--- src/gcb_pkg.sv ---
// Shared widths, codes and stage payload types for the geofence check pipeline.
`default_nettype none

package gcb_pkg;

  // Input field widths
  localparam int LAT_DEG_W = 7;
  localparam int LON_DEG_W = 8;
  localparam int MIN_W     = 20;

  // Configuration register widths
  localparam int CLAT_W     = 27;
  localparam int CLON_W     = 28;
  localparam int RAD_W      = 27;
  localparam int SHAPE_W    = 2;
  localparam int CFG_IDX_W  = 2;
  localparam int CFG_DATA_W = 28;

  // Fixed-point coordinate widths, 1/600000 degree units
  localparam int LAT_W  = 28;  // signed fix latitude
  localparam int LON_W  = 29;  // signed fix longitude
  localparam int DLAT_W = 29;  // signed latitude offset from center
  localparam int DLON_W = 30;  // signed longitude offset from center
  localparam int ALAT_W = 28;  // magnitude of latitude offset
  localparam int ALON_W = 29;  // magnitude of longitude offset

  // Squared distance widths
  localparam int SQ_LAT_W = 2 * ALAT_W;
  localparam int SQ_LON_W = 2 * ALON_W;
  localparam int R_SQ_W   = 2 * RAD_W;
  localparam int SUM_W    = SQ_LON_W + 1;

  // Minute units per degree: one unit is 1/10000 minute
  localparam int UNITS_PER_DEG = 600000;

  // Register stages from input to result, and an in-flight counter width
  localparam int PIPE_DEPTH = 4;
  localparam int CNT_W      = 3;

  // Register indexes
  localparam logic [CFG_IDX_W-1:0] CFG_CENTER_LAT = 2'd0;
  localparam logic [CFG_IDX_W-1:0] CFG_CENTER_LON = 2'd1;
  localparam logic [CFG_IDX_W-1:0] CFG_RADIUS     = 2'd2;
  localparam logic [CFG_IDX_W-1:0] CFG_SHAPE      = 2'd3;

  // Fence shape codes
  localparam logic [SHAPE_W-1:0] SHAPE_CIRCLE = 2'd0;
  localparam logic [SHAPE_W-1:0] SHAPE_BOX    = 2'd1;

  // Fence configuration
  typedef struct packed {
    logic signed [CLAT_W-1:0] center_lat;
    logic signed [CLON_W-1:0] center_lon;
    logic [RAD_W-1:0]         radius;
    logic [SHAPE_W-1:0]       shape;
  } gcb_cfg_t;

  // Stage 1 payload: signed fix position
  typedef struct packed {
    logic signed [LAT_W-1:0] lat;
    logic signed [LON_W-1:0] lon;
  } gcb_pos_t;

  // Stage 2 payload: offset magnitudes
  typedef struct packed {
    logic [ALAT_W-1:0] abs_lat;
    logic [ALON_W-1:0] abs_lon;
  } gcb_delta_t;

  // Stage 3 payload: squares and box test
  typedef struct packed {
    logic [SQ_LAT_W-1:0] sq_lat;
    logic [SQ_LON_W-1:0] sq_lon;
    logic [R_SQ_W-1:0]   r_sq;
    logic                box_ok;
  } gcb_sq_t;

endpackage

`default_nettype wire

--- src/gcb_square.sv ---
// Stage 3: squares of the offsets and radius, and the box bound test.
`default_nettype none

module gcb_square (
  input  wire logic                clk_i,
  input  wire logic                rst_ni,
  input  wire logic                valid_i,
  output logic                     ready_o,
  input  wire gcb_pkg::gcb_delta_t delta_i,
  input  wire gcb_pkg::gcb_cfg_t   cfg_i,
  output logic                     valid_o,
  input  wire logic                ready_i,
  output gcb_pkg::gcb_sq_t         sq_o
);
  import gcb_pkg::*;

  logic    valid_q;
  gcb_sq_t sq_d, sq_q;

  assign ready_o = !valid_q || ready_i;

  // Three parallel multipliers plus the inclusive box compare
  always_comb begin
    sq_d.sq_lat = SQ_LAT_W'(delta_i.abs_lat) * SQ_LAT_W'(delta_i.abs_lat);
    sq_d.sq_lon = SQ_LON_W'(delta_i.abs_lon) * SQ_LON_W'(delta_i.abs_lon);
    sq_d.r_sq   = R_SQ_W'(cfg_i.radius) * R_SQ_W'(cfg_i.radius);
    sq_d.box_ok = (ALON_W'(delta_i.abs_lat) <= ALON_W'(cfg_i.radius))
               && (delta_i.abs_lon <= ALON_W'(cfg_i.radius));
  end

  always_ff @(posedge clk_i or negedge rst_ni) begin
    if (!rst_ni) begin
      valid_q <= 1'b0;
    end else if (ready_o) begin
      valid_q <= valid_i;
    end
  end

  always_ff @(posedge clk_i) begin
    if (ready_o && valid_i) sq_q <= sq_d;
  end

  assign valid_o = valid_q;
  assign sq_o    = sq_q;

endmodule

`default_nettype wire

--- config.mk ---
export PLATFORM = sky130hd
export DESIGN_NAME = gcb_square
export DESIGN_NICKNAME = d
export VERILOG_FILES = /design/src/gcb_pkg.sv /design/src/gcb_square.sv
export SDC_FILE = /design/constraint.sdc
export NUM_CORES = 2
export LEC_CHECK = 0
export ABC_AREA = 1
export BUFFER_PORTS_ARGS = -buffer_cell sky130_fd_sc_hd__clkbuf_2
export CAP_MARGIN = 20
export CORE_MARGIN = 2
export CORE_UTILIZATION = 60
export CTS_BUF_LIST = sky130_fd_sc_hd__clkbuf_16
export DETAILED_ROUTE_END_ITERATION = 8
export GPL_TIMING_DRIVEN = 0
export PLACE_DENSITY = 0.81
export RECOVER_POWER = 25
export REMOVE_ABC_BUFFERS = 1
export SYNTH_ARGS = -nofsm -noshare
export SYNTH_HDL_FRONTEND = slang
export SYNTH_SLANG_ARGS = --single-unit
--- constraint.sdc ---
create_clock -name clk_i -period 9.5 [get_ports clk_i]
set_input_delay 0.95 -clock clk_i [delete_from_list [all_inputs] [get_ports clk_i]]
set_output_delay 0.95 -clock clk_i [all_outputs]
set_load 0.03 [all_outputs]
==> flow_metrics.tcl <==
set metrics [dict create \
    status "finished with violations" \
    failed_checks "capacitance limit, slew limit" \
    placed_cell_area_sq_um 81450 \
    hp-class "in2async" \
    detail-route-antenna-nets 0 \
    worstPathArrival_ps 8140 \
    die_w_microns 366.4 \
    hold_viol 0 \
    yosysTopAreaCell "fa_1" \
    cts_root_buf "clkbuf_16" \
    end_kind "flop" \
    io_buffers 255 \
    coreArea_sq_um 130000 \
    grt_util_all_layers_pct 31.94 \
    syn-cell-area_sq_um 78780 \
    io_pins 316 \
    dr.pass1.iters 6 \
    worst-setup-path-type "in2reg" \
    clk_latency_ps 560 \
    async_flop_share_pct 0.5988 \
    rsz0062_at_grt "no" \
    finalCritPeriodShare_pct 82.59 \
    ys_seq_area_share_pct 6.359 \
    syn_inst 9816 \
    std_cell_rows 132 \
    final_net_count 12514 \
    grt_pass1_vias 66370 \
    maxSlewViolCount 196 \
    vias 60313 \
    seqCellArea_sq_um 5010 \
    tritoncts "done" \
    grt_max_degree 35 \
    drtIter0Drc 4322 \
    clock_path_buffers 2 \
    required_ps 9790 \
    clock-sinks 167 \
    antenna_found_initial 6 \
    routed_via_density 5.198 \
    final_area_sq_um 81980 \
    routed_wirelength_microns 204800 \
    multi_input_area_sq_um 59850 \
    die_height_microns 366.4 \
    max_slew.worst_pin.slew_ps 2034 \
    max_cap_viol_count 7 \
    drc 0 \
    postCtsHoldBufs 0 \
    htreeDepth 4 \
    rr_worst_depth 4 \
    start_util_pct 60.61 \
    max_freq_mhz 127.5 \
    layout_min_cycle_time_ps 7846 \
    avgSynthCellArea_sq_um 8.026 \
    synth_edf_count 166 \
    dieArea_sq_um 134200 \
    slew_headroom_pct -35.59 \
    ctsResizeCount 0 \
    synth-seq-cells 167 \
    setup_viol 0 \
    ys_types 42 \
    yosys_warnings 0 \
    skew_ps 40.86 \
    area_delta_synth_final_pct 4.062 \
    post_cts_buffers 0 \
    grt_overflow 0 \
    grt_pass1_wl_microns 336700 \
    drive_gt1_share_pct 3.936 \
    setup_ws_ps 1654 \
    place_ws_ps 1098 \
    synth_area_leaders "fa_1, inv_1, nand2_1" \
    nFillCells 10774 \
    hpwl_microns 169400 \
    layout_common_cells "inv_1, nand2_1, fa_1" \
    path_clk_slew_ps 110 \
    cp-start-kind "input pin" \
    critPathMaxFanout 31 \
    synth_top_area_share_pct 45.82 \
    gp_congestion 1.001 \
    synth_ff_type "edfxtp_1" \
    numCtsBuffers 17 \
    avgRoutedWirePerCell_microns 17.65 \
    mostFrequentLayoutCell "inv_1" \
]
==> layout make-up <==
| class | instances | share of cell area [%] |
|---|---|---|
| diodes | 5 | 0.01526 |
| well taps | 1742 | 2.659 |
| flip-flops and latches | 167 | 6.111 |
| clock buffers | 17 | 0.5189 |
| inverters | 3452 | 15.80 |
| repair buffers | 264 | 1.699 |
| multi-input cells | 5942 | 73.00 |
| clock inverters | 15 | 0.1938 |
==> registers in the layout, summed over array words and instances, names as in the netlist <==
register  count
sq_o        166
valid_o       1
==> cell families after synthesis <==
kind of cell	Yosys count	synth area share [%]
buffers and inverters	3709	17.69
AND/OR/NAND/NOR	3048	15.51
adder cells (fa/ha/maj)	2525	57.28
AO/OA/AOI/OAI	224	1.582
flip-flops	167	6.359
XOR/XNOR	142	1.579
other	1	0.004760
==> routing by layer <==
layer	vias to the layer above	global-route usage (%)	wire length [microns]
met4	4	12.86	9141
met1	29730	39.93	77600
met5	-	0	26
li1	27387	-	-
met2	2577	55.34	101500
met3	615	5.257	16460
==> metrics by stage <==
stage | std cells | hold WS [ps] | setup TNS, ps | util (%)
after floorplan | 9561 | 654.4 | -35910 | -
after global placement | 11558 | 491.5 | -870020 | 62.53
after detailed placement | 11565 | 576.2 | 0 | 62.67
after CTS | 11597 | 91.34 | 0 | 63.11
after global routing | 11599 | 106.4 | 0 | 63.06
final | 11604 | 123.1 | 0 | 63.07
==> Yosys cell counts (30+ instances only) <==
| cell | number |
|---|---|
| a21oi_1 | 141 |
| buf_1 | 79 |
| clkbuf_1 | 175 |
| edfxtp_1 | 166 |
| fa_1 | 1803 |
| ha_1 | 722 |
| inv_1 | 3446 |
| nand2_1 | 2413 |
| nand3_1 | 147 |
| nand4_1 | 40 |
| nor2_1 | 291 |
| nor3_1 | 30 |
| o21ai_0 | 32 |
| xnor2_1 | 36 |
| xor2_1 | 106 |
==> path summary, 6_finish.rpt <==
| path | slack [ps] | from | end |
|---|---|---|---|
| setup / recovery | 1650 | delta_i[15] | sq_o[92] |
| hold / removal | 120 | rst_ni | valid_o |
| setup reg to reg | 4890 | valid_o | sq_o[94] |
| hold reg to reg | 550 | valid_o | valid_o |
| max in group asynchronous | 9280 | rst_ni | valid_o |
| min in group clk_i | 550 | valid_o | valid_o |
==> worst max-delay path: stages <==
cell and delay [ps]:
clkbuf_2 840, nand2_1 290, fa_1 590, inv_1 50, fa_1 490, fa_1 530, inv_1 50, fa_1 510
inv_1 60, fa_1 490, fa_1 580, fa_1 450, fa_1 500, ha_1 380, nand2_1 130, inv_1 90
nand2_1 60, nor2_1 300, nand4_1 120, nand3_1 270, nand3_1 140, nand3_1 100, nand2_1 140
Power is not shown: default switching activity piles up to over one toggle a cycle in this logic, so the estimate is an artifact.
