[src/gcb_pkg.sv]
// Shared widths, codes and stage payload types for the geofence check pipeline.
`default_nettype none

package gcb_pkg;

  // Input field widths
  localparam int LAT_DEG_W = 7;
  localparam int LON_DEG_W = 8;
  localparam int MIN_W     = 20;

  // Configuration register widths
  localparam int CLAT_W     = 27;
  localparam int CLON_W     = 28;
  localparam int RAD_W      = 27;
  localparam int SHAPE_W    = 2;
  localparam int CFG_IDX_W  = 2;
  localparam int CFG_DATA_W = 28;

  // Fixed-point coordinate widths, 1/600000 degree units
  localparam int LAT_W  = 28;  // signed fix latitude
  localparam int LON_W  = 29;  // signed fix longitude
  localparam int DLAT_W = 29;  // signed latitude offset from center
  localparam int DLON_W = 30;  // signed longitude offset from center
  localparam int ALAT_W = 28;  // magnitude of latitude offset
  localparam int ALON_W = 29;  // magnitude of longitude offset

  // Squared distance widths
  localparam int SQ_LAT_W = 2 * ALAT_W;
  localparam int SQ_LON_W = 2 * ALON_W;
  localparam int R_SQ_W   = 2 * RAD_W;
  localparam int SUM_W    = SQ_LON_W + 1;

  // Minute units per degree: one unit is 1/10000 minute
  localparam int UNITS_PER_DEG = 600000;

  // Register stages from input to result, and an in-flight counter width
  localparam int PIPE_DEPTH = 4;
  localparam int CNT_W      = 3;

  // Register indexes
  localparam logic [CFG_IDX_W-1:0] CFG_CENTER_LAT = 2'd0;
  localparam logic [CFG_IDX_W-1:0] CFG_CENTER_LON = 2'd1;
  localparam logic [CFG_IDX_W-1:0] CFG_RADIUS     = 2'd2;
  localparam logic [CFG_IDX_W-1:0] CFG_SHAPE      = 2'd3;

  // Fence shape codes
  localparam logic [SHAPE_W-1:0] SHAPE_CIRCLE = 2'd0;
  localparam logic [SHAPE_W-1:0] SHAPE_BOX    = 2'd1;

  // Fence configuration
  typedef struct packed {
    logic signed [CLAT_W-1:0] center_lat;
    logic signed [CLON_W-1:0] center_lon;
    logic [RAD_W-1:0]         radius;
    logic [SHAPE_W-1:0]       shape;
  } gcb_cfg_t;

  // Stage 1 payload: signed fix position
  typedef struct packed {
    logic signed [LAT_W-1:0] lat;
    logic signed [LON_W-1:0] lon;
  } gcb_pos_t;

  // Stage 2 payload: offset magnitudes
  typedef struct packed {
    logic [ALAT_W-1:0] abs_lat;
    logic [ALON_W-1:0] abs_lon;
  } gcb_delta_t;

  // Stage 3 payload: squares and box test
  typedef struct packed {
    logic [SQ_LAT_W-1:0] sq_lat;
    logic [SQ_LON_W-1:0] sq_lon;
    logic [R_SQ_W-1:0]   r_sq;
    logic                box_ok;
  } gcb_sq_t;

endpackage

`default_nettype wire

[src/gcb_if.sv]
// Valid/ready channel interfaces for GPS fixes and fence results.
`default_nettype none

interface gcb_fix_if;
  import gcb_pkg::*;

  logic                 valid;
  logic                 ready;
  logic [LAT_DEG_W-1:0] lat_degrees;
  logic [MIN_W-1:0]     lat_minutes;
  logic                 lat_south;
  logic [LON_DEG_W-1:0] lon_degrees;
  logic [MIN_W-1:0]     lon_minutes;
  logic                 lon_west;

  modport source (
    output valid, lat_degrees, lat_minutes, lat_south,
    output lon_degrees, lon_minutes, lon_west,
    input  ready
  );

  modport sink (
    input  valid, lat_degrees, lat_minutes, lat_south,
    input  lon_degrees, lon_minutes, lon_west,
    output ready
  );
endinterface


`default_nettype wire

[src/gcb_delta.sv]
// Stages 1 and 2: fixed-point fix position, then offset magnitudes from the center.
`default_nettype none

module gcb_delta (
  input  wire logic              clk_i,
  input  wire logic              rst_ni,
  gcb_fix_if.sink                fix,
  input  wire gcb_pkg::gcb_cfg_t cfg_i,
  output logic                   valid_o,
  input  wire logic              ready_i,
  output gcb_pkg::gcb_delta_t    delta_o
);
  import gcb_pkg::*;

  logic                  s1_valid_q;
  logic                  s1_ready;
  logic                  s2_valid_q;
  logic                  s2_ready;
  logic [LAT_W-2:0]      lat_mag;
  logic [LON_W-2:0]      lon_mag;
  logic signed [LAT_W-1:0] lat_pos;
  logic signed [LON_W-1:0] lon_pos;
  gcb_pos_t              pos_d, pos_q;
  logic signed [DLAT_W-1:0] dlat;
  logic signed [DLON_W-1:0] dlon;
  gcb_delta_t            delta_d, delta_q;

  // Stage ready: slot empty or the next stage takes its contents
  assign s2_ready  = !s2_valid_q || ready_i;
  assign s1_ready  = !s1_valid_q || s2_ready;
  assign fix.ready = s1_ready;

  // Stage 1 logic: degrees * 600000 + minutes, negated for south/west
  always_comb begin
    lat_mag = (LAT_W-1)'(fix.lat_degrees) * (LAT_W-1)'(UNITS_PER_DEG)
            + (LAT_W-1)'(fix.lat_minutes);
    lon_mag = (LON_W-1)'(fix.lon_degrees) * (LON_W-1)'(UNITS_PER_DEG)
            + (LON_W-1)'(fix.lon_minutes);
    lat_pos = $signed({1'b0, lat_mag});
    lon_pos = $signed({1'b0, lon_mag});
    pos_d.lat = fix.lat_south ? -lat_pos : lat_pos;
    pos_d.lon = fix.lon_west  ? -lon_pos : lon_pos;
  end

  // Stage 2 logic: subtract center, take magnitude
  always_comb begin
    dlat = $signed({pos_q.lat[LAT_W-1], pos_q.lat})
         - $signed({{(DLAT_W-CLAT_W){cfg_i.center_lat[CLAT_W-1]}}, cfg_i.center_lat});
    dlon = $signed({pos_q.lon[LON_W-1], pos_q.lon})
         - $signed({{(DLON_W-CLON_W){cfg_i.center_lon[CLON_W-1]}}, cfg_i.center_lon});
    delta_d.abs_lat = dlat[DLAT_W-1] ? ALAT_W'(-dlat) : ALAT_W'(dlat);
    delta_d.abs_lon = dlon[DLON_W-1] ? ALON_W'(-dlon) : ALON_W'(dlon);
  end

  // Valid bits
  always_ff @(posedge clk_i or negedge rst_ni) begin
    if (!rst_ni) begin
      s1_valid_q <= 1'b0;
      s2_valid_q <= 1'b0;
    end else begin
      if (s1_ready) s1_valid_q <= fix.valid;
      if (s2_ready) s2_valid_q <= s1_valid_q;
    end
  end

  // Payload registers
  always_ff @(posedge clk_i) begin
    if (s1_ready && fix.valid) pos_q   <= pos_d;
    if (s2_ready && s1_valid_q) delta_q <= delta_d;
  end

  assign valid_o = s2_valid_q;
  assign delta_o = delta_q;

endmodule

`default_nettype wire

[src/flat_wrapper.sv]
// flat-port wrapper written by rule: the top's interface ports become plain ports
module gcb_delta_flat import gcb_pkg::*;
  (clk_i, rst_ni, cfg_i, valid_o, ready_i, delta_o, fix_valid, fix_lat_degrees, fix_lat_minutes, fix_lat_south, fix_lon_degrees, fix_lon_minutes, fix_lon_west, fix_ready);
  gcb_fix_if fix_i ();
  input  wire logic clk_i;
  input  wire logic rst_ni;
  input  wire gcb_pkg::gcb_cfg_t cfg_i;
  output logic valid_o;
  input  wire logic ready_i;
  output gcb_pkg::gcb_delta_t delta_o;
  input wire logic [$bits(fix_i.valid)-1:0] fix_valid;
  input wire logic [$bits(fix_i.lat_degrees)-1:0] fix_lat_degrees;
  input wire logic [$bits(fix_i.lat_minutes)-1:0] fix_lat_minutes;
  input wire logic [$bits(fix_i.lat_south)-1:0] fix_lat_south;
  input wire logic [$bits(fix_i.lon_degrees)-1:0] fix_lon_degrees;
  input wire logic [$bits(fix_i.lon_minutes)-1:0] fix_lon_minutes;
  input wire logic [$bits(fix_i.lon_west)-1:0] fix_lon_west;
  output wire logic [$bits(fix_i.ready)-1:0] fix_ready;
  assign fix_i.valid = fix_valid;
  assign fix_i.lat_degrees = fix_lat_degrees;
  assign fix_i.lat_minutes = fix_lat_minutes;
  assign fix_i.lat_south = fix_lat_south;
  assign fix_i.lon_degrees = fix_lon_degrees;
  assign fix_i.lon_minutes = fix_lon_minutes;
  assign fix_i.lon_west = fix_lon_west;
  assign fix_ready = fix_i.ready;
  gcb_delta u_core (.clk_i(clk_i), .rst_ni(rst_ni), .fix(fix_i), .cfg_i(cfg_i), .valid_o(valid_o), .ready_i(ready_i), .delta_o(delta_o));
endmodule
[config.mk]
export PLATFORM = sky130hd
export DESIGN_NAME = gcb_delta_flat
export DESIGN_NICKNAME = d
export VERILOG_FILES = /design/src/gcb_pkg.sv /design/src/gcb_if.sv /design/src/gcb_delta.sv /design/src/flat_wrapper.sv
export SDC_FILE = /design/constraint.sdc
export NUM_CORES = 1
export LEC_CHECK = 0
export ABC_AREA = 0
export BUFFER_PORTS_ARGS = -buffer_cell sky130_fd_sc_hd__buf_2
export CORE_MARGIN = 8
export CORE_UTILIZATION = 60
export CTS_CLUSTER_DIAMETER = 30
export CTS_CLUSTER_SIZE = 28
export DETAILED_ROUTE_END_ITERATION = 7
export GPL_TIMING_DRIVEN = 0
export HOLD_SLACK_MARGIN = 0.03
export PLACE_DENSITY = 0.83
export SYNTH_ARGS = -nofsm -noshare
export SYNTH_HDL_FRONTEND = slang
export SYNTH_SLANG_ARGS = --single-unit
export TNS_END_PERCENT = 30
[constraint.sdc]
create_clock -name clk_i -period 4.3 [get_ports clk_i]
set_input_delay 0.86 -clock clk_i [delete_from_list [all_inputs] [get_ports clk_i]]
set_output_delay 0.86 -clock clk_i [all_outputs]
set_load 0.02 [all_outputs]
==> impl_metrics.yaml <==
status:
  status: "complete, but fails checks"
  violations: "setup timing"
clock_tree:
  clockBufferDepth: 2
  worstSkewPairLatency_ps: 420
  cts_tree: "done"
  clock_sinks: 116
  htreeDepth: 4
  cts_root_buf: "clkbuf_16"
  cts_hold_buf: 0
  numCtsBuffers: 17
  cts.clk_slew.worst_paths_ps: 60
timing:
  period_minus_slack_ps: 6450
  fin_skew_ps: 12.1
  worst_pin_slew_ps: 689
  hold_viol: 0
  fin_ws_ps: -2150
  drv_slew: 0
  min_period_over_period_pct: 150
  clock.fmax_mhz: 155
  whs_ps: 229
  setup_viol: 33
  slew_headroom_pct: 53.4
  rsz0062_at_grt: "yes"
yosys:
  synth-compound-area-share_pct: 21.2
  ys_seq_area_share_pct: 22.7
  synth_cell_types: 100
  synth-edff-count: 114
  syn_avg_cell_area_um2: 8.81
  synth_xor_area_share_pct: 11.5
  synthSimpleGateAreaFrac_pct: 16.4
  synth_top_family_by_area: "adder cells"
  ys.flop_type: "edfxtp_1"
  syn_nets: 2125
  synthAdderAreaFrac_pct: 21.6
  ys_warn_count: 0
  muxShareOfSynthArea_pct: 0.661
  ys_ff_latch: 116
  synth_async_sr_flop_share_pct: 1.72
  synth_area_um2: 15300
  syn_inst: 1740
detailed_routing:
  ant_nets: 0
  drc: 0
  dr.first_iter.drc_count: 1258
  first_pass_iters: 6
  avgRoutedWirePerCell_um: 17.4
  routed_wl_um: 40700
  vias: 14100
  viasPerCell: 6.02
floorplan:
  die_area_um2: 30900
  die_y_um: 176
  start_util_pct: 61.1
  ioPinCount: 204
  num_rows: 58
  core_area_um2: 25100
  die_w_um: 176
critical_path:
  crit_fanout: 8
  crit_path_frequent_cell: "inv_2"
  worstPathArrival_ps: 6600
  critPathSlowestCell: "or4b_4"
  rrSetupSlack_ps: 260
  cp_data_required_time_ps: 4440
  crit_path_max_incr_delay_ps: 590
  ff2ff_path_depth: 14
  cp-end-kind: "flip-flop"
  path_class: "in -> reg"
  r2r_start: "u_core.pos_q[29]"
  rr_endpoint: "u_core.delta_o[56]"
  worst_setup_path_start_kind: "input port"
pwr:
  internal-power_w: 0.00841
  total_power_w: 0.0166
  comb_power_share_pct: 78.6
  leakagePower_nw: 8.26
  p_per_area_nw_per_um2: 887
  p_sw_w: 0.00818
  clkPwrFrac_pct: 8.5
  ir_drop_v: 0.000566
  p_seq_share_pct: 13.0
  swShare_pct: 49.3
run:
  maxCapViolCount: 0
final_layout:
  post-route-util_pct: 74.5
  n_fill_cell: 1795
  drive_gt1_share_pct: 22.8
  syn_to_final_growth_pct: 22.0
  fin_nets: 2377
global_route:
  overflow: 0
  grt_usage_pct: 24.5
  grt_pass1_wl_um: 64000
  grt_pass1_vias: 13700
  grt_max_degree: 35
  antenna_found_initial: 5
worst_hold_path:
  hold_path.class: "in -> async"
placed_design:
  dpl.hpwl_um: 30700
  gp_congestion: 0.895
  port_buffers: 173
  pre_cts_ws_ps: -2930
==> routing by layer <==
metal	vias up	part of all wire [%]	GRT usage, %
li1	6860	-	-
met1	6596	42	30.1
met2	501	48	42.9
met3	110	6.2	3.18
met4	4	3.5	9.61
met5	-	0.054	0
==> cells in the final DEF (no fill, tap or decap), types with 23 or more instances in the layout <==
master / count
a21oi_1: 97
o21ai_0: 67
buf_2: 169
clkbuf_1: 30
nor2_1: 94
a21o_1: 50
xor2_1: 47
ha_1: 180
nor3_1: 27
xnor2_1: 140
inv_1: 171
fa_1: 34
nand2_1: 113
buf_4: 57
edfxtp_1: 114
nand3_1: 34
nand2b_1: 23
==> metrics by stage <==
step / instance area (um^2) / TNS (ps) / cells
after floorplan: 15500 / -49570 / 1740
after global placement: 16800 / -68580 / 2243
after detailed placement: 16800 / -74590 / 2245
after CTS: 18200 / -47050 / 2319
after global routing: 18700 / -55520 / 2338
final: 18700 / -49080 / 2339
==> power by group through the flow <==
stage	Clock [W]	Sequential, W	Combinational (W)
after global placement	0	0.00217	0.0101
after floorplan	0	0.00244	0.00821
after global routing	0.00146	0.00220	0.0141
after detailed placement	0	0.00218	0.0105
after CTS	0.00141	0.00216	0.0117
final	0.00140	0.00215	0.0130
==> cells in the mapped netlist (10+ instances only) <==
library cell | count | area share, %
a211oi_1 | 25 | 1.2
o21bai_1 | 12 | 0.59
nor4_1 | 14 | 0.57
nand4_1 | 21 | 0.86
edfxtp_1 | 114 | 22
nor2_1 | 99 | 2.4
nand3_1 | 37 | 1.2
nand2b_1 | 23 | 0.94
a21oi_1 | 111 | 3.6
xnor2_1 | 146 | 8.3
nand2_1 | 120 | 2.9
a21boi_0 | 10 | 0.49
or3_1 | 14 | 0.57
and2_1 | 13 | 0.53
a21o_1 | 51 | 2.5
a31oi_1 | 18 | 0.73
o21a_1 | 12 | 0.59
ha_1 | 199 | 16
xor2_1 | 50 | 2.9
nor2b_1 | 19 | 0.78
nor3_1 | 33 | 1.1
o21ai_0 | 75 | 2.4
clkbuf_1 | 33 | 0.81
inv_1 | 188 | 4.6
nand3b_1 | 12 | 0.59
fa_1 | 41 | 5.4
o211ai_1 | 11 | 0.54
o31ai_1 | 27 | 1.3
and3_1 | 20 | 0.82
==> worst max path at each step <==
| stage | start | to | slack (ps) |
|---|---|---|---|
| after floorplan | fix_lon_degrees[7] | u_core.pos_q[27] | -2230 |
| after CTS | fix_lat_degrees[4] | u_core.pos_q[55] | -2070 |
| after detailed placement | fix_lat_degrees[4] | u_core.pos_q[55] | -2930 |
| after global placement | fix_lon_degrees[5] | u_core.pos_q[27] | -2800 |
| after global routing | fix_lon_degrees[0] | u_core.pos_q[27] | -2340 |
| final | fix_lon_degrees[2] | u_core.pos_q[27] | -2150 |
==> cell type report <==
class	count	area [um^2]	area share [%]
Sequential cell	116	3470	18.6
Clock inverter	15	158	0.843
Buffer	44	206	1.10
Multi-Input combinational cell	1390	11800	63.2
Tap cell	330	413	2.21
Timing Repair Buffer	235	1480	7.89
Clock buffer	17	425	2.27
Inverter	188	723	3.87
Antenna cell	4	10.0	0.0535
==> registers in the layout, summed over array words and instances (netlist names) <==
signal             count
u_core.s1_valid_q      1
u_core.pos_q          57
u_core.valid_o         1
u_core.delta_o        57
==> worst max-delay path, delay by kind of cell <==
kind / cells / cell delay (ps)
and+or+nand+nor: 4 / 1350
xor gates and xnor gates: 3 / 510
adders and majority gates: 6 / 2430
buffers and inverters: 7 / 520
AOI/OAI and AO/OA: 5 / 920
==> timing repair <==
action                                  4_1_cts  5_1_grt
setup buffers                                42       18
resized for setup                           106       75
pin swaps                                    78       43
endpoints found under the setup margin       33       52
==> logic make-up (layout without fill, tap and decap cells) <==
logic type | after synthesis | after routing
AOI/OAI and AO/OA | 462 | 462
xor gates and xnor gates | 199 | 199
adders and majority gates | 240 | 240
buffers and inverters | 234 | 499
DFF | 116 | 116
muxes | 10 | 10
other | 0 | 4
and+or+nand+nor | 479 | 479
Power figures use the tool's default switching activity.
