### src/gcb_pkg.sv
// Shared widths, codes and stage payload types for the geofence check pipeline.
`default_nettype none

package gcb_pkg;

  // Input field widths
  localparam int LAT_DEG_W = 7;
  localparam int LON_DEG_W = 8;
  localparam int MIN_W     = 20;

  // Configuration register widths
  localparam int CLAT_W     = 27;
  localparam int CLON_W     = 28;
  localparam int RAD_W      = 27;
  localparam int SHAPE_W    = 2;
  localparam int CFG_IDX_W  = 2;
  localparam int CFG_DATA_W = 28;

  // Fixed-point coordinate widths, 1/600000 degree units
  localparam int LAT_W  = 28;  // signed fix latitude
  localparam int LON_W  = 29;  // signed fix longitude
  localparam int DLAT_W = 29;  // signed latitude offset from center
  localparam int DLON_W = 30;  // signed longitude offset from center
  localparam int ALAT_W = 28;  // magnitude of latitude offset
  localparam int ALON_W = 29;  // magnitude of longitude offset

  // Squared distance widths
  localparam int SQ_LAT_W = 2 * ALAT_W;
  localparam int SQ_LON_W = 2 * ALON_W;
  localparam int R_SQ_W   = 2 * RAD_W;
  localparam int SUM_W    = SQ_LON_W + 1;

  // Minute units per degree: one unit is 1/10000 minute
  localparam int UNITS_PER_DEG = 600000;

  // Register stages from input to result, and an in-flight counter width
  localparam int PIPE_DEPTH = 4;
  localparam int CNT_W      = 3;

  // Register indexes
  localparam logic [CFG_IDX_W-1:0] CFG_CENTER_LAT = 2'd0;
  localparam logic [CFG_IDX_W-1:0] CFG_CENTER_LON = 2'd1;
  localparam logic [CFG_IDX_W-1:0] CFG_RADIUS     = 2'd2;
  localparam logic [CFG_IDX_W-1:0] CFG_SHAPE      = 2'd3;

  // Fence shape codes
  localparam logic [SHAPE_W-1:0] SHAPE_CIRCLE = 2'd0;
  localparam logic [SHAPE_W-1:0] SHAPE_BOX    = 2'd1;

  // Fence configuration
  typedef struct packed {
    logic signed [CLAT_W-1:0] center_lat;
    logic signed [CLON_W-1:0] center_lon;
    logic [RAD_W-1:0]         radius;
    logic [SHAPE_W-1:0]       shape;
  } gcb_cfg_t;

  // Stage 1 payload: signed fix position
  typedef struct packed {
    logic signed [LAT_W-1:0] lat;
    logic signed [LON_W-1:0] lon;
  } gcb_pos_t;

  // Stage 2 payload: offset magnitudes
  typedef struct packed {
    logic [ALAT_W-1:0] abs_lat;
    logic [ALON_W-1:0] abs_lon;
  } gcb_delta_t;

  // Stage 3 payload: squares and box test
  typedef struct packed {
    logic [SQ_LAT_W-1:0] sq_lat;
    logic [SQ_LON_W-1:0] sq_lon;
    logic [R_SQ_W-1:0]   r_sq;
    logic                box_ok;
  } gcb_sq_t;

endpackage

`default_nettype wire

### src/gcb_if.sv
// Valid/ready channel interfaces for GPS fixes and fence results.
`default_nettype none


interface gcb_res_if;
  logic valid;
  logic ready;
  logic inside_fence;

  modport source (output valid, inside_fence, input ready);
  modport sink (input valid, inside_fence, output ready);
endinterface

`default_nettype wire

### src/gcb_decide.sv
// Stage 4: circle sum compare, shape select and the result output register.
`default_nettype none

module gcb_decide (
  input  wire logic             clk_i,
  input  wire logic             rst_ni,
  input  wire logic             valid_i,
  output logic                  ready_o,
  input  wire gcb_pkg::gcb_sq_t sq_i,
  input  wire gcb_pkg::gcb_cfg_t cfg_i,
  gcb_res_if.source             res
);
  import gcb_pkg::*;

  logic             valid_q;
  logic             inside_d, inside_q;
  logic [SUM_W-1:0] dist_sq;

  assign ready_o = !valid_q || res.ready;

  // Pick the test that matches the fence shape
  always_comb begin
    dist_sq = SUM_W'(sq_i.sq_lat) + SUM_W'(sq_i.sq_lon);
    case (cfg_i.shape)
      SHAPE_CIRCLE: inside_d = (dist_sq <= SUM_W'(sq_i.r_sq));
      SHAPE_BOX:    inside_d = sq_i.box_ok;
      default:      inside_d = 1'b0;
    endcase
  end

  always_ff @(posedge clk_i or negedge rst_ni) begin
    if (!rst_ni) begin
      valid_q <= 1'b0;
    end else if (ready_o) begin
      valid_q <= valid_i;
    end
  end

  always_ff @(posedge clk_i) begin
    if (ready_o && valid_i) inside_q <= inside_d;
  end

  assign res.valid        = valid_q;
  assign res.inside_fence = inside_q;

endmodule

`default_nettype wire

### src/flat_wrapper.sv
// flat-port wrapper written by rule: the top's interface ports become plain ports
module gcb_decide_flat import gcb_pkg::*;
  (clk_i, rst_ni, valid_i, ready_o, sq_i, cfg_i, res_valid, res_inside_fence, res_ready);
  gcb_res_if res_i ();
  input  wire logic clk_i;
  input  wire logic rst_ni;
  input  wire logic valid_i;
  output logic ready_o;
  input  wire gcb_pkg::gcb_sq_t sq_i;
  input  wire gcb_pkg::gcb_cfg_t cfg_i;
  output wire logic [$bits(res_i.valid)-1:0] res_valid;
  output wire logic [$bits(res_i.inside_fence)-1:0] res_inside_fence;
  input wire logic [$bits(res_i.ready)-1:0] res_ready;
  assign res_valid = res_i.valid;
  assign res_inside_fence = res_i.inside_fence;
  assign res_i.ready = res_ready;
  gcb_decide u_core (.clk_i(clk_i), .rst_ni(rst_ni), .valid_i(valid_i), .ready_o(ready_o), .sq_i(sq_i), .cfg_i(cfg_i), .res(res_i));
endmodule
### config.mk
export PLATFORM = sky130hd
export DESIGN_NAME = gcb_decide_flat
export DESIGN_NICKNAME = d
export VERILOG_FILES = /design/src/gcb_pkg.sv /design/src/gcb_if.sv /design/src/gcb_decide.sv /design/src/flat_wrapper.sv
export SDC_FILE = /design/constraint.sdc
export NUM_CORES = 1
export LEC_CHECK = 0
export BUFFER_PORTS_ARGS = -buffer_cell sky130_fd_sc_hd__buf_2
export CORE_ASPECT_RATIO = 1.4
export CORE_MARGIN = 2
export CORE_UTILIZATION = 48
export CTS_CLUSTER_SIZE = 8
export DETAILED_ROUTE_END_ITERATION = 7
export PLACE_DENSITY_LB_ADDON = 0.12
export SETUP_SLACK_MARGIN = 0.05
export SYNTH_ARGS = -nofsm -noshare
export SYNTH_HDL_FRONTEND = slang
export SYNTH_SLANG_ARGS = --single-unit
### constraint.sdc
create_clock -name clk_i -period 1 [get_ports clk_i]
set_input_delay 0.05 -clock clk_i [delete_from_list [all_inputs] [get_ports clk_i]]
set_output_delay 0.05 -clock clk_i [all_outputs]
set_load 0.1 [all_outputs]
==> reports/qor.yml, run 1 <==
io_pins: 260
async_reset_ff_share_pct: 50.0
violations: "negative setup slack"
num-nets-final: 1453
grt_pass1_wl_um: 29100
grt_max_degree: 9
holdWs_ns: 0.0411
synthToLayoutAreaGrowth_pct: 61.9
synth.top_cell.area_share_pct: 27.9
layout_setup_ws_ns: -2.87
drt-total-wl_um: 19200
vias: 6898
p_leak_nw: 4.30
worst_setup_path_end_kind: "flip-flop"
synth_seq_cells: 2
ys.flop_type: "edfxtp_1"
fp.dieH_um: 124
holdPathEnd: "u_core.res.valid$_DFFE_PN0N_"
ys_top_cells_by_count: "110 x ha_1, 83 x a21oi_1, 71 x inv_1"
antennaDiodeCount: 0
critical_path_arrival_ns: 3.96
initial_core_util_pct: 49.6
cts_tree: "done"
min_from: "valid_i"
clk_pin_slew_ns: 0.03
grt_pass1_vias: 6800
drt_pass1_iterations: 5
p_per_area_nw_per_um2: 799
whs_path_depth: 2
r2r-start: "u_core.res.valid$_DFFE_PN0N_"
overflow: 0
yosysSeqAreaShare_pct: 1.12
min_period_ns: 3.87
setup_violations: 3
syn_nets: 1071
antenna_found_initial: 0
worst_pin_slew_ns: 0.435
outcome: "complete, but fails checks"
critPathMaxFanout: 3
min_path_type: "in2reg"
clock_latency_ns: 0.22
skew_ns: 0.000550
ff2ff_setup_slack_ns: 0
root_buffer: "clkbuf_16"
fp.dieW_um: 89.7
synth_area_leaders: "ha_1 28%, a21oi_1 8.4%, xnor2_1 5.9%"
synth_edf_count: 1
fp.dieArea_um2: 11100
fmax_mhz: 258
multi_input_area_um2: 4740
synth_warnings: 0
gp_congestion: 0.962
core-area_um2: 9950
hpwl_um: 16100
wl_per_cell_um: 15.7
synth_area_um2: 4930
fin_crit_sh_pct: 387
drt_first_iter_violations: 322
rows: 43
cp-start-kind: "primary input"
io_buffers: 177
drc: 0
drv_cap: 0
required_ns: 1.09
ant_nets: 0
cts.sinks: 2
drv_slew: 0
cts_buffer_depth: 2
htreeDepth: 1
slew_headroom_pct: 70.7
setup-tns-final_ns: -3.02
numCtsBuffers: 3
drive_above_1_share_pct: 42.2
regArea_um2: 58.8
yosysTopAreaCell: "ha_1"
n_fill_cell: 736
rsz0062_at_grt: "yes"
viasPerCell: 5.66
r2r_cells: 2
ir_drop_mv: 0.655
r2r_end: "u_core.res.inside_fence$_DFFE_PP_"
synth.distinct_cells: 62
path_class: "in2reg"
hold_viol_final: 0
post_synth.cell_area_avg_um2: 7.02
groute.usage.overall_pct: 32.4
yosysMostFrequentCell: "ha_1"
syn-instance-count: 703
worst max-delay path, stage by stage:
cell and delay, ns:
buf_6 0.08, ha_4 0.13, inv_2 0.04, fa_2 0.38, nor2b_4 0.17, o2111ai_4 0.16
a21oi_2 0.22, o21bai_1 0.13, nand2_1 0.12, a21boi_2 0.09, o31ai_4 0.20, a21oi_2 0.09
xnor2_1 0.19, ha_1 0.27, a21o_1 0.18, a21o_1 0.18, a21oi_2 0.17, a31oi_1 0.11
or4_1 0.54, a21o_1 0.18, a21oi_2 0.12, a41o_1 0.15
what timing repair did:
item / in CTS / in global routing
setup endpoints to repair: 4 / 4
hold buffers: 1 / 0
resized for setup: 23 / 21
buffers inserted: 8 / 2
endpoints found under the hold margin: 1 / 0
pin swaps: 27 / 26
registers in the layout, indices dropped and copies added, names as in the netlist:
signal,count
u_core.res.inside_fence,1
u_core.res.valid,1
per-stage QoR:
step                      instance area, um2  utilization [%]  power [mW]  setup WS (ns)  cells
after floorplan                         4990                -        3.00          -2.70    703
after global placement                  7610             76.5        5.19          -3.33   1205
after detailed placement                7610             76.5        5.35          -3.38   1205
after CTS                               7880             79.1        6.19          -2.88   1218
after global routing                    7980             80.2        6.91          -3.08   1219
final                                   7980             80.2        6.38          -2.87   1219
area by class of cell:
type | instances | area share [%]
clock buffer | 4 | 0.987
inverter | 71 | 3.34
multi-input combinational | 601 | 59.3
sequential | 2 | 0.737
tap | 135 | 2.12
timing repair buffer | 406 | 33.5
worst max-delay path by stage:
stage | cells after the start | startpoint | to
after floorplan | 21 | sq_i[55] | u_core.res.inside_fence$_DFFE_PP_
after global placement | 21 | sq_i[68] | u_core.res.inside_fence$_DFFE_PP_
after detailed placement | 21 | sq_i[68] | u_core.res.inside_fence$_DFFE_PP_
after CTS | 22 | sq_i[113] | u_core.res.inside_fence$_DFFE_PP_
after global routing | 22 | sq_i[113] | u_core.res.inside_fence$_DFFE_PP_
final | 22 | sq_i[113] | u_core.res.inside_fence$_DFFE_PP_
power by group:
| group | leakage (nW) | switching [mW] | internal, mW |
|---|---|---|---|
| Clock | 0.0382 | 0.114 | 0.527 |
| Combinational | 4.24 | 2.76 | 2.88 |
| Sequential | 0.0201 | 0.00545 | 0.0952 |
| Total | 4.30 | 2.88 | 3.50 |
cells in the final DEF, fill, tap and decap left out, types with 12 or more instances in the layout:
master / count
xor2_1: 21
ha_1: 107
buf_4: 226
nand3_1: 12
inv_1: 70
o21bai_1: 17
a21o_1: 32
buf_2: 172
a21oi_1: 73
xnor2_1: 32
nand2_1: 47
nand4_1: 33
o21ai_0: 40
nor2_1: 41
layer usage:
| metal | share of wire (%) | global-route usage, % | up-vias |
|---|---|---|---|
| met1 | 38 | 34.8 | 3162 |
| li1 | - | - | 3348 |
| met4 | 4.9 | 13.2 | 0 |
| met2 | 52 | 63.1 | 310 |
| met3 | 5.7 | 2.19 | 78 |
| met5 | 0 | 0 | - |
kinds of logic after synthesis:
| logic type | after synthesis | synth area share, % |
|---|---|---|
| compound gates | 246 | 33.5 |
| simple gates | 189 | 19.4 |
| fa+ha+maj | 111 | 28.3 |
| buf+inv | 100 | 7.86 |
| xor+xnor | 54 | 9.59 |
| flops | 2 | 1.12 |
| mux | 1 | 0.203 |
(Power assumes the default switching activity.)
==> run 2: changes to the inputs <==
--- a/config.mk
+++ b/config.mk
@@ -5,10 +5,12 @@
 export SDC_FILE = /design/constraint.sdc
 export NUM_CORES = 1
 export LEC_CHECK = 0
+export ABC_AREA = 1
 export BUFFER_PORTS_ARGS = -buffer_cell sky130_fd_sc_hd__buf_2
-export CORE_ASPECT_RATIO = 1.4
+export CORE_ASPECT_RATIO = 0.5
 export CORE_MARGIN = 2
-export CORE_UTILIZATION = 48
+export CORE_UTILIZATION = 50
+export CTS_CLUSTER_DIAMETER = 200
 export CTS_CLUSTER_SIZE = 8
 export DETAILED_ROUTE_END_ITERATION = 7
 export PLACE_DENSITY_LB_ADDON = 0.12
==> reports/qor.yml, run 2 <==
fmax_mhz: 303  # was 258 MHz
p_int_mw: 3.78  # was 3.50 mW
layout_setup_ws_ns: -2.30  # was -2.87 ns
r2r_cells: 1  # was 2
layout.cells.non_filler: 1603  # was 1,219
yosysSeqAreaShare_pct: 0.954  # was 1.12%
core-area_um2: 11100  # was 9950 um2
drt_first_iter_violations: 612  # was 322
ys_top_cells_by_count: "336 x nand2_1, 206 x inv_1, 110 x ha_1"  # was 110 x ha_1, 83 x a21oi_1, 71 x inv_1
pwr-share-comb_pct: 90.2  # was 88.4%
syn-instance-count: 1041  # was 703
hpwl_um: 17700  # was 16,100 um
drt-total-wl_um: 23900  # was 19,200 um
worst_pin_slew_ns: 0.360  # was 0.435 ns
synth_seq_cells: 2  # unchanged
synth.distinct_cells: 37  # was 62
violations: "negative setup slack"  # unchanged
p_sw_mw: 3.65  # was 2.88 mW
clk_pin_slew_ns: 0.03  # about the same
whs_path_depth: 3  # was 2
clkPwrFrac_pct: 8.4  # was 10.0%
drc: 0  # unchanged
synth_warnings: 0  # unchanged
setup_violations: 2  # was 3
critPathMaxFanout: 4  # was 3
gp_congestion: 0.957  # was 0.962
final_common_cell: "nand2_1"  # was buf_4
synth_area_um2: 5770  # was 4930 um2
ir_drop_mv: 0.426  # was 0.655 mV
fp.dieW_um: 156  # was 89.7 um
hold_viol_final: 0  # unchanged
synth_area_leaders: "ha_1 24%, nand2_1 22%, inv_1 13%"  # was ha_1 28%, a21oi_1 8.4%, xnor2_1 5.9%
groute.usage.overall_pct: 36.6  # was 32.4%
async_reset_ff_share_pct: 50.0  # unchanged
drv_cap: 0  # unchanged
synth_edf_count: 1  # unchanged
dp.cells: 1578  # was 1,205
ys.flop_type: "edfxtp_1"  # unchanged
numCtsBuffers: 3  # unchanged
fp.dieH_um: 80.0  # was 124 um
grt_max_degree: 7  # was 9
ant_nets: 0  # unchanged
rsz0062_at_grt: "yes"  # unchanged
n_fill_cell: 701  # was 736
antennaDiodeCount: 0  # unchanged
p_leak_nw: 5.53  # was 4.30 nW
final_cell_mix: "309 x nand2_1, 234 x buf_4, 201 x inv_1, 171 x buf_2, 75 x ha_1"  # was 226 x buf_4, 172 x buf_2, 107 x ha_1, 73 x a21oi_1, 70 x inv_1
drive_above_1_share_pct: 41.9  # was 42.2%
initial_core_util_pct: 51.9  # was 49.6%
vias: 8368  # was 6,898
grt_pass1_wl_um: 37100  # was 29,100 um
yosysMostFrequentCell: "nand2_1"  # was ha_1
htreeDepth: 1  # unchanged
cp-start-kind: "primary input"  # unchanged
yosysTopAreaCell: "ha_1"  # unchanged
pwr-share-seq_pct: 1.4  # was 1.6%
slew_headroom_pct: 76.0  # was 70.7%
post_synth.cell_area_avg_um2: 5.55  # was 7.02 um2
p_per_area_nw_per_um2: 772  # was 799 nW/um2
drv_slew: 0  # unchanged
antenna_found_initial: 0  # unchanged
wl_per_cell_um: 14.9  # was 15.7 um
min_period_ns: 3.30  # was 3.87 ns
cts_tree: "done"  # unchanged
io_pins: 260  # unchanged
root_buffer: "clkbuf_16"  # unchanged
fp.dieArea_um2: 12500  # was 11,100 um2
io_buffers: 177  # unchanged
min_path_type: "in2reg"  # unchanged
skew_ns: 0.00539  # was 0.000550 ns
viasPerCell: 5.22  # was 5.66
required_ns: 0.97  # was 1.09 ns
setup-tns-final_ns: -2.33  # was -3.02 ns
syn_nets: 1409  # was 1,071
rows: 27  # was 43
synthToLayoutAreaGrowth_pct: 66.5  # was 61.9%
holdWs_ns: 0.0423  # was 0.0411 ns
critical_path_arrival_ns: 3.27  # was 3.96 ns
clock_latency_ns: 0.22  # about the same
cts.sinks: 2  # unchanged
grt_pass1_vias: 8410  # was 6,800
path_class: "in2reg"  # unchanged
switching_share_pct: 49.1  # was 45.1%
synth.top_cell.area_share_pct: 23.8  # was 27.9%
num-nets-final: 1827  # was 1,453
outcome: "complete, but fails checks"  # unchanged
cts_buffer_depth: 2  # unchanged
overflow: 0  # unchanged
fin_crit_sh_pct: 330  # was 387%
worst_setup_path_end_kind: "flip-flop"  # unchanged
drt_pass1_iterations: 8  # was 5
==> run 2: metrics by stage <==
stage	setup WS, ns	util [%]	total power [mW]	cell area (um2)
after global placement	-2.64	76.8	5.57	8540
after detailed placement	-2.70	76.8	5.73	8540
after CTS	-2.11	85.5	7.03	9500
final	-2.30	86.5	7.42	9610
after floorplan	-1.97	-	3.28	5810
after global routing	-2.40	86.5	8.05	9610
==> run 2: layer usage <==
| metal | routed length [um] | global-route usage [%] |
|---|---|---|
| met1 | 9790 | 41.8 |
| met2 | 11100 | 67.6 |
| met3 | 1950 | 6.30 |
| met4 | 977 | 16.1 |
| met5 | 0 | 0 |
==> run 2: cells by family after synthesis <==
logic type                 Yosys count  share of synthesized area [%]
AOI/OAI and AO/OA                  145                           14.9
DFF                                  2                          0.954
buffers and inverters              212                           13.8
xor gates and xnor gates            51                           7.74
adders and majority gates          111                           24.2
and+or+nand+nor                    520                           38.4
==> run 2: repair_timing <==
item	4_1_cts	5_1_grt
resized for setup	126	27
setup endpoints to repair	3	4
pin swaps	44	23
hold buffers	1	0
cloned	0	0
setup buffers	17	3
endpoints found under the hold margin	1	0
==> run 2: power groups by stage <==
stage          clock network [mW]  registers, mW  logic (mW)
6_report                    0.626          0.105        6.69
5_1_grt                     0.643          0.106        7.30
4_1_cts                     0.634          0.105        6.29
3_5_place_dp                    0          0.106        5.62
3_3_place_gp                    0          0.106        5.47
2_1_floorplan                   0          0.141        3.13
==> run 2: final timing paths <==
kind	startpoint	to	slack, ns
worst max-delay path	sq_i[68]	u_core.res.inside_fence$_DFFE_PP_	-2.30
worst min-delay path	valid_i	u_core.res.valid$_DFFE_PN0N_	0.04
worst max register to register	u_core.res.valid$_DFFE_PN0N_	u_core.res.inside_fence$_DFFE_PP_	0.06
worst min register to register	u_core.res.valid$_DFFE_PN0N_	u_core.res.valid$_DFFE_PN0N_	0.62
max in group asynchronous	rst_ni	u_core.res.valid$_DFFE_PN0N_	0.76
min in group asynchronous	rst_ni	u_core.res.valid$_DFFE_PN0N_	0.15
==> run 2: cell type report <==
cell class,instances,area [um2],area share [%]
clock buffers,4,78.8,0.820
inverters,212,796,8.28
multi-input cells,827,5770,60.0
flip-flops and latches,2,58.8,0.612
well taps,145,181,1.89
repair buffers,413,2730,28.4
==> run 2: worst max-delay path: stages <==
cell and delay [ns]:
buf_2 0.12, ha_4 0.29, nand2_2 0.06, buf_4 0.14, nor2_1 0.26, nand2_1 0.15
nor2_1 0.14, nand2_1 0.09, nand3_2 0.10, buf_4 0.13, xor2_1 0.24, ha_1 0.21
nand2_1 0.07, nor2_1 0.14, nand3_1 0.13, nor3_2 0.24, buf_4 0.16, nand2_1 0.06
nand2_1 0.10, nand2_1 0.06, nand2_1 0.06, nand2_1 0.05, nand2_1 0.05, nand2_1 0.06
nand3_2 0.06, a21oi_2 0.05
==> run 3: changes to the inputs <==
--- a/config.mk
+++ b/config.mk
@@ -7,7 +7,6 @@
 export LEC_CHECK = 0
 export ABC_AREA = 1
 export BUFFER_PORTS_ARGS = -buffer_cell sky130_fd_sc_hd__buf_2
-export CORE_ASPECT_RATIO = 0.5
 export CORE_MARGIN = 2
 export CORE_UTILIZATION = 50
 export CTS_CLUSTER_DIAMETER = 200
==> reports/qor.yml, run 3 (synthesis gave the netlist of run 2 again) <==
outcome: "complete, but fails checks"  # unchanged
violations: "negative setup slack"  # unchanged
drt-total-wl_um: 20800  # was 23,900 um
grt_max_degree: 7  # unchanged
numCtsBuffers: 3  # unchanged
ant_nets: 0  # unchanged
crit_end: "u_core.res.inside_fence$_DFFE_PP_"  # unchanged
wl_per_cell_um: 12.9  # was 14.9 um
rsz0062_at_grt: "yes"  # unchanged
critPathMaxFanout: 4  # unchanged
setup_violations: 4  # was 2
layout.cells.non_filler: 1604  # was 1,603
drc: 0  # unchanged
drt_first_iter_violations: 550  # was 612
critical_path_arrival_ns: 3.32  # was 3.27 ns
slew_headroom_pct: 76.2  # was 76.0%
hpwl_um: 17100  # was 17,700 um
ff2ff_setup_slack_ns: -0.02  # was 0.06 ns
cts_buffer_depth: 2  # unchanged
required_ns: 1.08  # was 0.97 ns
core-area_um2: 11300  # was 11,100 um2
htreeDepth: 1  # unchanged
clk_pin_slew_ns: 0.03  # about the same
skew_ns: 0.00304  # was 0.00539 ns
fmax_mhz: 309  # was 303 MHz
min_period_ns: 3.24  # was 3.30 ns
final_cell_mix: "315 x nand2_1, 233 x buf_4, 203 x inv_1, 172 x buf_2, 84 x ha_1"  # was 309 x nand2_1, 234 x buf_4, 201 x inv_1, 171 x buf_2, 75 x ha_1
regArea_um2: 58.8  # unchanged
path_class: "in2reg"  # unchanged
critPathLaunch: "sq_i[119]"  # was sq_i[68]
p_leak_nw: 5.49  # was 5.53 nW
cts.sinks: 2  # unchanged
p_int_mw: 3.68  # was 3.78 mW
pwr-share-seq_pct: 1.4  # about the same
drt_pass1_iterations: 5  # was 8
ir_drop_mv: 1.51  # was 0.426 mV
worst_pin_slew_ns: 0.356  # was 0.360 ns
synthToLayoutAreaGrowth_pct: 62.1  # was 66.5%
fp.dieW_um: 111  # was 156 um
min_path_type: "in2reg"  # unchanged
grt_pass1_vias: 7391  # was 8,410
antenna_found_initial: 0  # unchanged
r2r-start: "u_core.res.valid$_DFFE_PN0N_"  # unchanged
fp.dieArea_um2: 12400  # was 12,500 um2
pwr-share-comb_pct: 89.7  # was 90.2%
initial_core_util_pct: 51.0  # was 51.9%
multi_input_area_um2: 5490  # was 5770 um2
dp.cells: 1586  # was 1,578
r2r_cells: 2  # was 1
min_from: "valid_i"  # unchanged
gp_congestion: 0.948  # was 0.957
r2r_end: "u_core.res.inside_fence$_DFFE_PP_"  # unchanged
total_power_mw: 7.06  # was 7.42 mW
worst_setup_path_end_kind: "flip-flop"  # unchanged
p_per_area_nw_per_um2: 754  # was 772 nW/um2
cts_tree: "done"  # unchanged
layout_setup_ws_ns: -2.24  # was -2.30 ns
groute.usage.overall_pct: 30.3  # was 36.6%
cp-start-kind: "primary input"  # unchanged
root_buffer: "clkbuf_16"  # unchanged
num-nets-final: 1830  # was 1,827
switching_share_pct: 47.8  # was 49.1%
p_sw_mw: 3.37  # was 3.65 mW
setup-tns-final_ns: -2.45  # was -2.33 ns
drive_above_1_share_pct: 39.9  # was 41.9%
antennaDiodeCount: 0  # unchanged
rows: 39  # was 27
final_common_cell: "nand2_1"  # unchanged
clock_latency_ns: 0.22  # about the same
hold_viol_final: 0  # unchanged
drv_slew: 0  # unchanged
io_pins: 260  # unchanged
overflow: 0  # unchanged
drv_cap: 0  # unchanged
n_fill_cell: 830  # was 701
viasPerCell: 5.00  # was 5.22
clkPwrFrac_pct: 8.9  # was 8.4%
io_buffers: 177  # unchanged
grt_pass1_wl_um: 32100  # was 37,100 um
fin_crit_sh_pct: 324  # was 330%
vias: 8012  # was 8,368
fp.dieH_um: 111  # was 80.0 um
## run 3: cell count changes in the layout (fill, tap and decap cells not counted), moves of 3 or more
cell and change:
ha_4 -10, ha_1 +9, nor2_1 +9, nand2_1 +6, nor2_4 -5, nor2_2 -4, buf_6 +3, nand2_2 -3
nand2_4 -3, nand3_4 -3
## run 3: worst max-delay path: stages
cell and delay (ns):
buf_6 0.10, ha_4 0.25, nand2_2 0.06, nand2_2 0.06
buf_6 0.11, a21oi_2 0.13, nand2_2 0.11, a21oi_2 0.19
inv_2 0.06, a31oi_1 0.18, buf_4 0.17, nor2_4 0.04
o21ai_2 0.13, nand2_1 0.10, xor2_1 0.18, ha_1 0.28
nand2_1 0.05, nor2_1 0.11, nand2_1 0.11, nor4_1 0.27
nand4_1 0.12, nor2_1 0.10, nand2_1 0.06, nor2_2 0.11
a21oi_2 0.06, a21oi_1 0.12
## run 3: timing repair
item | in CTS | in global routing
gates resized for setup | 21 | 88
hold buffers | 1 | 0
cloned | 0 | 0
hold endpoints to repair | 1 | 0
endpoints found under the setup margin | 3 | 5
pin swaps | 4 | 50
setup buffers | 3 | 10
## run 3: how the worst min path moves through the flow
stage	depth (start not counted)	slack (ns)	to
2_1_floorplan	0	-0.25	u_core.res.valid$_DFFE_PN0N_
3_3_place_gp	1	-0.17	u_core.res.valid$_DFFE_PN0N_
6_report	3	0.08	u_core.res.valid$_DFFE_PN0N_
4_1_cts	3	0.09	u_core.res.valid$_DFFE_PN0N_
3_5_place_dp	1	-0.17	u_core.res.valid$_DFFE_PN0N_
5_1_grt	3	0.09	u_core.res.valid$_DFFE_PN0N_
## run 3: stage by stage
stage | cell area (um2) | setup slack, ns | utilization, % | hold slack [ns]
2_1_floorplan | 5810 | -1.97 | - | -0.246
4_1_cts | 8860 | -2.11 | 78.3 | 0.0887
6_report | 9360 | -2.24 | 82.7 | 0.0833
3_3_place_gp | 8610 | -2.37 | 76.1 | -0.174
5_1_grt | 9360 | -2.43 | 82.7 | 0.0884
3_5_place_dp | 8610 | -2.45 | 76.1 | -0.173
## run 3: power groups by stage
stage / registers [mW] / clock network, mW / logic, mW
2_1_floorplan: 0.141 / 0 / 3.13
3_3_place_gp: 0.100 / 0 / 5.51
3_5_place_dp: 0.101 / 0 / 5.64
4_1_cts: 0.0996 / 0.637 / 5.79
5_1_grt: 0.101 / 0.654 / 6.98
6_report: 0.101 / 0.629 / 6.33
## run 3: layout make-up
class,instances,area share [%]
Sequential cell,2,0.628
Timing Repair Buffer,416,29.5
Multi-Input combinational cell,827,58.6
Tap cell,143,1.91
Clock buffer,4,0.842
Inverter,212,8.50
## run 3: per-layer routing
metal  up-vias  global-route usage, %  routed length [um]
met5         -                      0                   0
met2       326                   54.1                9780
li1       4107                      -                   -
met4         0                   3.54                 293
met3        30                   2.01                1240
met1      3549                   41.3                9440
